File: config.mk
export PLATFORM = sky130hd
export DESIGN_NAME = binary_pattern_search
export DESIGN_NICKNAME = d
export VERILOG_FILES = /design/src/rtl/bps_pkg.sv /design/src/rtl/binary_pattern_search.sv /design/src/rtl/bps_fifo.sv /design/src/rtl/bps_front.sv /design/src/rtl/bps_back.sv
export SDC_FILE = /design/constraint.sdc
export NUM_CORES = 1
export LEC_CHECK = 0
export BUFFER_PORTS_ARGS = -buffer_cell sky130_fd_sc_hd__buf_4
export CELL_PAD_IN_SITES_DETAIL_PLACEMENT = 1
export CELL_PAD_IN_SITES_GLOBAL_PLACEMENT = 2
export CORE_ASPECT_RATIO = 1.4
export CORE_MARGIN = 2
export CORE_UTILIZATION = 25
export DETAILED_ROUTE_END_ITERATION = 6
export PLACE_DENSITY_LB_ADDON = 0.1
export SLEW_MARGIN = 20
export SYNTH_ARGS = -nofsm -noshare
export SYNTH_HDL_FRONTEND = slang
export SYNTH_SLANG_ARGS = --single-unit
File: constraint.sdc
create_clock -name clk -period 84.3 [get_ports clk]
set_input_delay 4.215 -clock clk [delete_from_list [all_inputs] [get_ports clk]]
set_output_delay 4.215 -clock clk [all_outputs]
set_load 0.05 [all_outputs]
File: src/rtl/bps_pkg.sv
`timescale 1ns / 1ps
// bps_pkg: word types, function codes and status codes for the pattern search block.
// Self-contained; imported by every module of the block.
package bps_pkg;

    localparam logic [1:0] FUNC_CLEAR  = 2'd0;
    localparam logic [1:0] FUNC_APPEND = 2'd1;
    localparam logic [1:0] FUNC_TEXT   = 2'd2;

    localparam logic [1:0] STATUS_OK    = 2'd0;
    localparam logic [1:0] STATUS_TRUNC = 2'd1;
    localparam logic [1:0] STATUS_EMPTY = 2'd2;

    typedef struct packed {
        logic [1:0] func;
        logic [7:0] data_byte;
        logic       last;
    } in_word_t;

    typedef struct packed {
        logic       found;
        logic [1:0] status;
    } out_word_t;

    typedef enum logic [1:0] {
        OP_CLEAR  = 2'd0,
        OP_APPEND = 2'd1,
        OP_TEXT   = 2'd2
    } op_kind_t;

    typedef struct packed {
        op_kind_t   kind;
        logic [7:0] data_byte;
        logic       last;
    } op_t;

endpackage

File: src/rtl/binary_pattern_search.sv
`timescale 1ns / 1ps
// Pattern search over a byte stream.
// Input queue side: push/full with word item (func, data_byte, last). A word is taken
// at a clock edge with push high and full low. func selects clear, pattern append or
// text byte; the unused code is dropped.
// Result queue side: empty/pop with word result (found, status). The oldest result is
// shown while empty is low and is taken at an edge with pop high and empty low.
// One result is produced for each text byte marked last.
// Throughput: one word per cycle while full stays low; the back end compares the text
// window against the whole pattern at once.
// A text byte passes the input register and then the operation queue; the back end
// writes its result into the result queue.
// Reset empties both queues, the pattern and the search state.
// When pop is held low the result queue fills, the back end halts, then the
// operation queue and finally full rises; no word is lost.
// Depends on bps_pkg, bps_front, bps_fifo and bps_back.
module binary_pattern_search
    import bps_pkg::*;
#(
    parameter int PATTERN_MAX = 64
) (
    input  logic      clk,
    input  logic      rst_n,
    input  logic      push,
    input  in_word_t  item,
    output logic      full,
    input  logic      pop,
    output out_word_t result,
    output logic      empty
);

    logic      op_push, op_full, op_empty, op_pop;
    op_t       op_in, op_out;
    logic      res_push, res_full;
    out_word_t res_in;

    bps_front u_front (
        .clk     (clk),
        .rst_n   (rst_n),
        .push    (push),
        .item    (item),
        .full    (full),
        .op_push (op_push),
        .op      (op_in),
        .op_full (op_full)
    );

    bps_fifo #(
        .T     (op_t),
        .DEPTH (2)
    ) u_op_fifo (
        .clk   (clk),
        .rst_n (rst_n),
        .push  (op_push),
        .din   (op_in),
        .full  (op_full),
        .pop   (op_pop),
        .dout  (op_out),
        .empty (op_empty)
    );

    bps_back #(
        .PATTERN_MAX (PATTERN_MAX)
    ) u_back (
        .clk      (clk),
        .rst_n    (rst_n),
        .op_empty (op_empty),
        .op       (op_out),
        .op_pop   (op_pop),
        .res_push (res_push),
        .res      (res_in),
        .res_full (res_full)
    );

    bps_fifo #(
        .T     (out_word_t),
        .DEPTH (2)
    ) u_res_fifo (
        .clk   (clk),
        .rst_n (rst_n),
        .push  (res_push),
        .din   (res_in),
        .full  (res_full),
        .pop   (pop),
        .dout  (result),
        .empty (empty)
    );

endmodule

File: src/rtl/bps_fifo.sv
`timescale 1ns / 1ps
// bps_fifo: small register queue with push/full and pop/empty sides.
// Uses bps_pkg types through its type parameter.
module bps_fifo
    import bps_pkg::*;
#(
    parameter type T     = op_t,
    parameter int  DEPTH = 2
) (
    input  logic clk,
    input  logic rst_n,
    input  logic push,
    input  T     din,
    output logic full,
    input  logic pop,
    output T     dout,
    output logic empty
);

    localparam int PTR_W = (DEPTH > 1) ? $clog2(DEPTH) : 1;
    localparam int CNT_W = $clog2(DEPTH + 1);

    T                 mem_reg [DEPTH];
    logic [PTR_W-1:0] wr_ptr_reg, wr_ptr_next;
    logic [PTR_W-1:0] rd_ptr_reg, rd_ptr_next;
    logic [CNT_W-1:0] count_reg, count_next;
    logic             do_push, do_pop;

    assign full    = (count_reg == CNT_W'(DEPTH));
    assign empty   = (count_reg == '0);
    assign do_push = push && !full;
    assign do_pop  = pop && !empty;
    assign dout    = mem_reg[rd_ptr_reg];

    always_comb
    begin
        wr_ptr_next = wr_ptr_reg;
        rd_ptr_next = rd_ptr_reg;
        count_next  = count_reg;
        if (do_push)
        begin
            wr_ptr_next = (wr_ptr_reg == PTR_W'(DEPTH - 1)) ? '0 : wr_ptr_reg + PTR_W'(1);
        end
        if (do_pop)
        begin
            rd_ptr_next = (rd_ptr_reg == PTR_W'(DEPTH - 1)) ? '0 : rd_ptr_reg + PTR_W'(1);
        end
        if (do_push && !do_pop)
        begin
            count_next = count_reg + CNT_W'(1);
        end
        else if (do_pop && !do_push)
        begin
            count_next = count_reg - CNT_W'(1);
        end
    end

    always_ff @(posedge clk or negedge rst_n)
    begin
        if (!rst_n)
        begin
            wr_ptr_reg <= '0;
            rd_ptr_reg <= '0;
            count_reg  <= '0;
        end
        else
        begin
            wr_ptr_reg <= wr_ptr_next;
            rd_ptr_reg <= rd_ptr_next;
            count_reg  <= count_next;
        end
    end

    always_ff @(posedge clk)
    begin
        if (do_push)
        begin
            mem_reg[wr_ptr_reg] <= din;
        end
    end

endmodule

File: src/rtl/bps_front.sv
`timescale 1ns / 1ps
// bps_front: input stage; registers each word and decodes it into an operation, dropping the unused code.
// Depends on bps_pkg.
module bps_front
    import bps_pkg::*;
(
    input  logic     clk,
    input  logic     rst_n,
    input  logic     push,
    input  in_word_t item,
    output logic     full,
    output logic     op_push,
    output op_t      op,
    input  logic     op_full
);

    logic valid_reg, valid_next;
    op_t  op_reg, op_next;
    logic ready;
    logic keep;

    assign ready   = !valid_reg || !op_full;
    assign full    = !ready;
    assign op_push = valid_reg;
    assign op      = op_reg;

    always_comb
    begin
        keep              = 1'b1;
        op_next.data_byte = item.data_byte;
        op_next.last      = 1'b0;
        unique case (item.func)
            FUNC_CLEAR:  op_next.kind = OP_CLEAR;
            FUNC_APPEND: op_next.kind = OP_APPEND;
            FUNC_TEXT:
            begin
                op_next.kind = OP_TEXT;
                op_next.last = item.last;
            end
            default:
            begin
                op_next.kind = OP_CLEAR;
                keep         = 1'b0;
            end
        endcase
        valid_next = ready ? (push && keep) : valid_reg;
    end

    always_ff @(posedge clk or negedge rst_n)
    begin
        if (!rst_n)
        begin
            valid_reg <= 1'b0;
        end
        else
        begin
            valid_reg <= valid_next;
        end
    end

    always_ff @(posedge clk)
    begin
        if (ready && push)
        begin
            op_reg <= op_next;
        end
    end

endmodule

File: src/rtl/bps_back.sv
`timescale 1ns / 1ps
// bps_back: pattern and text window shift registers with parallel compare.
// Depends on bps_pkg.
module bps_back
    import bps_pkg::*;
#(
    parameter int PATTERN_MAX = 64
) (
    input  logic      clk,
    input  logic      rst_n,
    input  logic      op_empty,
    input  op_t       op,
    output logic      op_pop,
    output logic      res_push,
    output out_word_t res,
    input  logic      res_full
);

    localparam int LEN_W = $clog2(PATTERN_MAX + 1);

    // Pattern is kept right-aligned against the newest window byte.
    logic [7:0]       pat_reg  [PATTERN_MAX];
    logic [7:0]       pat_next [PATTERN_MAX];
    logic [7:0]       win_reg  [PATTERN_MAX];
    logic [7:0]       win_next [PATTERN_MAX];
    logic [LEN_W-1:0] len_reg, len_next;
    logic [LEN_W-1:0] seen_reg, seen_next;
    logic             match_reg, match_next;
    logic             trunc_reg, trunc_next;
    logic [PATTERN_MAX-1:0] hit;
    logic             go;
    logic             match_now;
    logic             len_full;

    assign go       = !op_empty && !res_full;
    assign op_pop   = go;
    assign len_full = (len_reg == LEN_W'(PATTERN_MAX));

    always_comb
    begin
        for (int j = 0; j < PATTERN_MAX - 1; j++)
        begin
            win_next[j] = win_reg[j + 1];
            pat_next[j] = pat_reg[j + 1];
        end
        win_next[PATTERN_MAX - 1] = op.data_byte;
        pat_next[PATTERN_MAX - 1] = op.data_byte;
    end

    always_comb
    begin
        for (int j = 0; j < PATTERN_MAX; j++)
        begin
            hit[j] = (({1'b0, len_reg} + (LEN_W + 1)'(j)) < (LEN_W + 1)'(PATTERN_MAX))
                     || (win_next[j] == pat_reg[j]);
        end
    end

    always_comb
    begin
        len_next   = len_reg;
        trunc_next = trunc_reg;
        seen_next  = seen_reg;
        match_next = match_reg;
        match_now  = 1'b0;
        res_push   = 1'b0;
        res.found  = 1'b0;
        res.status = STATUS_OK;
        if (go)
        begin
            unique case (op.kind)
                OP_CLEAR:
                begin
                    len_next   = '0;
                    trunc_next = 1'b0;
                    seen_next  = '0;
                    match_next = 1'b0;
                end
                OP_APPEND:
                begin
                    if (len_full)
                    begin
                        trunc_next = 1'b1;
                    end
                    else
                    begin
                        len_next = len_reg + LEN_W'(1);
                    end
                end
                OP_TEXT:
                begin
                    seen_next = (seen_reg == LEN_W'(PATTERN_MAX)) ? seen_reg
                                                                  : seen_reg + LEN_W'(1);
                    match_now = (len_reg != '0) && (seen_next >= len_reg) && (&hit);
                    match_next = match_reg || match_now;
                    if (op.last)
                    begin
                        res_push = 1'b1;
                        if (len_reg == '0)
                        begin
                            res.status = STATUS_EMPTY;
                        end
                        else
                        begin
                            res.found  = match_next;
                            res.status = trunc_reg ? STATUS_TRUNC : STATUS_OK;
                        end
                        seen_next  = '0;
                        match_next = 1'b0;
                    end
                end
                default:
                begin
                    len_next = len_reg;
                end
            endcase
        end
    end

    always_ff @(posedge clk or negedge rst_n)
    begin
        if (!rst_n)
        begin
            len_reg   <= '0;
            seen_reg  <= '0;
            match_reg <= 1'b0;
            trunc_reg <= 1'b0;
        end
        else
        begin
            len_reg   <= len_next;
            seen_reg  <= seen_next;
            match_reg <= match_next;
            trunc_reg <= trunc_next;
        end
    end

    always_ff @(posedge clk)
    begin
        if (go && (op.kind == OP_TEXT))
        begin
            win_reg <= win_next;
        end
        if (go && (op.kind == OP_APPEND) && !len_full)
        begin
            pat_reg <= pat_next;
        end
    end

endmodule

==> reports/qor.json <==
{
  "gp_routability_congestion": {"value": 0.793},
  "hold_path.class": {"value": "reg2reg"},
  "grt_start_max_net_pins": {"value": 164},
  "via_count_of_the_first_global_routing_pass": {"value": 20700},
  "critPathTopFamily": {"value": "simple AND/OR/NAND/NOR gates"},
  "reg_to_reg_startpoint": {"value": "u_op_fifo.rd_ptr_reg"},
  "period_needed": {"value": 6040, "unit": "ps"},
  "yosys.cell_types.count": {"value": 74},
  "cts.repair.resized": {"value": 0},
  "crit_path_max_fanout": {"value": 4},
  "layout_setup_ws": {"value": 78260, "unit": "ps"},
  "count_leader_synth": {"value": "sky130_fd_sc_hd__edfxtp_1"},
  "synth_seq_area_share": {"value": 0.805},
  "worstReg2RegEnd": {"value": "u_back.win_next[120]"},
  "final_wirelength": {"value": 99300, "unit": "um"},
  "grt_antenna_before_repair": {"value": 1},
  "mappedNetlistNets": {"value": 2152},
  "path_depth": {"value": 3},
  "die_area": {"value": 0.164, "unit": "mm^2"},
  "worst_ep_arrival_time": {"value": 1820, "unit": "ps"},
  "worstSetupEndpointType": {"value": "output port"},
  "postSynthCellCount": {"value": 2123},
  "fraction_of_layout_instances_using_a_drive_strength_above_1": {"value": 0.101},
  "timing.critical_path.to": {"value": "full"},
  "max_slew_margin": {"value": 0.194},
  "timing.final.crit_share": {"value": 0.0716},
  "avgSynthCellArea": {"value": 18.9, "unit": "um^2"},
  "cts_root_buffer": {"value": "sky130_fd_sc_hd__clkbuf_16"},
  "setup_viol_count_final": {"value": 0},
  "worst_path_buffer_plus_inverter_count": {"value": 1},
  "crit_slowest_cell": {"value": "sky130_fd_sc_hd__dfrtp_1"},
  "grt_setup_unrepaired": {"value": "false"},
  "global_route_wire_length_before_repair": {"value": 145000, "unit": "um"},
  "fin_worst_skew": {"value": 32.6, "unit": "ps"},
  "critical_path.startpoint": {"value": "u_op_fifo.count_reg[0]"},
  "grt_usage": {"value": 0.122},
  "detail_route.drc_violations": {"value": 0},
  "wire_per_inst": {"value": 22.2, "unit": "um"},
  "fin_nets": {"value": 2288},
  "synth.cells.most_frequent": {"value": "sky130_fd_sc_hd__edfxtp_1, sky130_fd_sc_hd__xor2_1, sky130_fd_sc_hd__xnor2_1"},
  "grt_overflow": {"value": 0},
  "worstRegToRegCells": {"value": 7},
  "edff_count_synth": {"value": 1055},
  "drt-pass1-iter-count": {"value": 5},
  "synthesis.area": {"value": 0.0401, "unit": "mm^2"},
  "tightest_slew": {"value": 1210, "unit": "ps"},
  "startpoint_type_of_the_worst_setup_path": {"value": "flip-flop"},
  "fmax": {"value": 166, "unit": "MHz"},
  "power.density": {"value": 34.4, "unit": "mW/mm^2"},
  "class_of_the_most_critical_setup_path": {"value": "reg2out"},
  "placementRows": {"value": 174},
  "slew_violations": {"value": 0},
  "critPathMaxStageDelay": {"value": 420, "unit": "ps"},
  "status": {"value": "finished clean"},
  "hold_violations": {"value": 0},
  "total_number_of_vias": {"value": 18600},
  "synth.ff_latch_count": {"value": 1080},
  "die_x": {"value": 343, "unit": "um"},
  "final_antenna_net_count": {"value": 0},
  "io_buffer_count": {"value": 19},
  "worstSkewPairLatency": {"value": 740, "unit": "ps"},
  "p_leak": {"value": 0.0139, "unit": "uW"},
  "core_region_area": {"value": 0.160, "unit": "mm^2"},
  "dp_hpwl": {"value": 66000, "unit": "um"},
  "clk_pin_slew": {"value": 60, "unit": "ps"},
  "ys_warnings": {"value": 0},
  "setup_tns": {"value": 0, "unit": "ps"},
  "synth_top_area_cell": {"value": "sky130_fd_sc_hd__edfxtp_1"},
  "route.detailed.vias_per_inst": {"value": 4.18},
  "yosysTopAreaCellShare": {"value": 0.789},
  "ctsHoldBuffers": {"value": 0},
  "clock-sinks": {"value": 1080},
  "worst_case_vdd_ir_drop": {"value": 0.0243, "unit": "mV"},
  "area_contributors_post_synth": {"value": "sky130_fd_sc_hd__edfxtp_1, sky130_fd_sc_hd__xor2_1, sky130_fd_sc_hd__xnor2_1"},
  "cts-htree-levels": {"value": 3},
  "chipHeight": {"value": 478, "unit": "um"},
  "placement.setup.worst_slack": {"value": 78240, "unit": "ps"},
  "worstPathRequired": {"value": 80090, "unit": "ps"},
  "timing.reg2reg.setup_slack": {"value": 78520, "unit": "ps"},
  "crit_chain": {"value": "nand2b_1, nor2_1, buf_4"},
  "postSynth.asyncResetShare": {"value": 0.0231},
  "ctsLongestPathBuffers": {"value": 3},
  "floorplan.initialDensity": {"value": 0.251},
  "tritoncts": {"value": "done"},
  "signed_area_change_from_the_synthesized_netlist_to_the_final_layout": {"value": 16.1, "unit": "%"},
  "boundaryPins": {"value": 20},
  "post-cts-setup-buffer-count": {"value": 0},
  "cts_buffers": {"value": 110},
  "drt_iter0_markers": {"value": 1017},
  "dominantRegCellSynth": {"value": "sky130_fd_sc_hd__edfxtp_1"},
  "max_cap_viol_count": {"value": 0},
  "min_delay_path_depth": {"value": 0}
}
[routing by layer]
| layer | vias to the layer above | wire [um] | track usage | share of wire |
|---|---|---|---|---|
| met5 | - | 0 | 0 | 0 |
| met4 | 0 | 2930 | 0.0449 | 0.030 |
| met3 | 146 | 2720 | 0.0187 | 0.027 |
| met2 | 252 | 54700 | 0.229 | 0.55 |
| met1 | 9843 | 38900 | 0.137 | 0.39 |
| li1 | 8406 | - | - | - |
[layout make-up]
| cell class | count | area [um^2] |
|---|---|---|
| Inverter | 16 | 67.6 |
| Clock buffer | 133 | 2860 |
| Tap cell | 2112 | 2640 |
| Clock inverter | 71 | 576 |
| Sequential cell | 1080 | 32300 |
| Timing Repair Buffer | 46 | 395 |
| Antenna cell | 1 | 2.50 |
| Fill cell | 16300 | 113000 |
| Multi-Input combinational cell | 1005 | 7760 |
[cell usage in the layout, fill, tap and decap left out, types with 4 or more instances in the layout]
cell                         count
sky130_fd_sc_hd__nand2b_1        8
sky130_fd_sc_hd__a22o_1          6
sky130_fd_sc_hd__a22oi_1         5
sky130_fd_sc_hd__dfrtp_1        25
sky130_fd_sc_hd__clkbuf_16     111
sky130_fd_sc_hd__buf_4          42
sky130_fd_sc_hd__mux2_2         10
sky130_fd_sc_hd__buf_12          4
sky130_fd_sc_hd__clkinvlp_4      4
sky130_fd_sc_hd__a31oi_1         8
sky130_fd_sc_hd__edfxtp_1     1055
sky130_fd_sc_hd__ha_1           14
sky130_fd_sc_hd__or3_1           6
sky130_fd_sc_hd__and2_1          5
sky130_fd_sc_hd__o31ai_1         6
sky130_fd_sc_hd__nor2_1         41
sky130_fd_sc_hd__mux2i_1         4
sky130_fd_sc_hd__clkinv_2       21
sky130_fd_sc_hd__a21o_1          4
sky130_fd_sc_hd__nand3_1         9
sky130_fd_sc_hd__clkinv_1       32
sky130_fd_sc_hd__xnor2_1       181
sky130_fd_sc_hd__clkbuf_1       22
sky130_fd_sc_hd__nor4_2         14
sky130_fd_sc_hd__inv_1          12
sky130_fd_sc_hd__nand4_1        53
sky130_fd_sc_hd__nor4_1         81
sky130_fd_sc_hd__nor3_1         14
sky130_fd_sc_hd__xor2_1        350
sky130_fd_sc_hd__o22ai_1         6
sky130_fd_sc_hd__o32ai_1         4
sky130_fd_sc_hd__a21oi_1        37
sky130_fd_sc_hd__bufinv_16       7
sky130_fd_sc_hd__and3_1          6
sky130_fd_sc_hd__nor2b_1         5
sky130_fd_sc_hd__nand2_1        40
sky130_fd_sc_hd__o21ai_0        30
[metrics by stage]
stage	total power (uW)	util	cell area, um^2	std cells	hold slack, ps
2_1_floorplan	1140	-	40100	2123	421
3_3_place_gp	1150	0.269	43100	4256	427
3_5_place_dp	1160	0.270	43200	4259	435
4_1_cts	1640	0.291	46600	4463	448
5_1_grt	1690	0.291	46600	4464	458
6_report	1600	0.291	46600	4464	453
[power breakdown]
part,total [uW],switching [uW],internal (uW)
Sequential,871,85.5,785
Combinational,258,183,75.1
Clock,474,211,263
[how the worst min path moves through the flow]
| stage | startpoint | to | slack (ps) |
|---|---|---|---|
| 5_1_grt | u_front.op[5] | u_op_fifo.mem_reg[0][5] | 460 |
| 4_1_cts | u_front.op[0] | u_op_fifo.mem_reg[0][0] | 450 |
| 3_5_place_dp | u_front.op[5] | u_op_fifo.mem_reg[1][5] | 430 |
| 2_1_floorplan | u_front.op[0] | u_op_fifo.mem_reg[0][0] | 420 |
| 6_report | u_front.op[0] | u_op_fifo.mem_reg[0][0] | 450 |
| 3_3_place_gp | u_front.op[0] | u_op_fifo.mem_reg[0][0] | 430 |
[worst reg2reg max path, stage by stage, from the launching register on]
cell,delay [ps]
sky130_fd_sc_hd__dfrtp_1,690
sky130_fd_sc_hd__mux2i_1,550
sky130_fd_sc_hd__nand2b_1,380
sky130_fd_sc_hd__nor2b_4,240
sky130_fd_sc_hd__buf_12,500
sky130_fd_sc_hd__buf_4,1140
sky130_fd_sc_hd__buf_4,920
sky130_fd_sc_hd__buf_4,900
[logic make-up (layout without fill, tap and decap cells)]
kind of cell    after synthesis  after routing  synth area share
simple gates                301            301            0.0427
fa+ha+maj                    17             17           0.00511
compound gates              140            140            0.0232
mux                          16             16           0.00436
other cells                   0              1                 0
buf+inv                      38            266           0.00418
xor+xnor                    531            531             0.116
flops                      1080           1080             0.805
(Power assumes the default switching activity.)
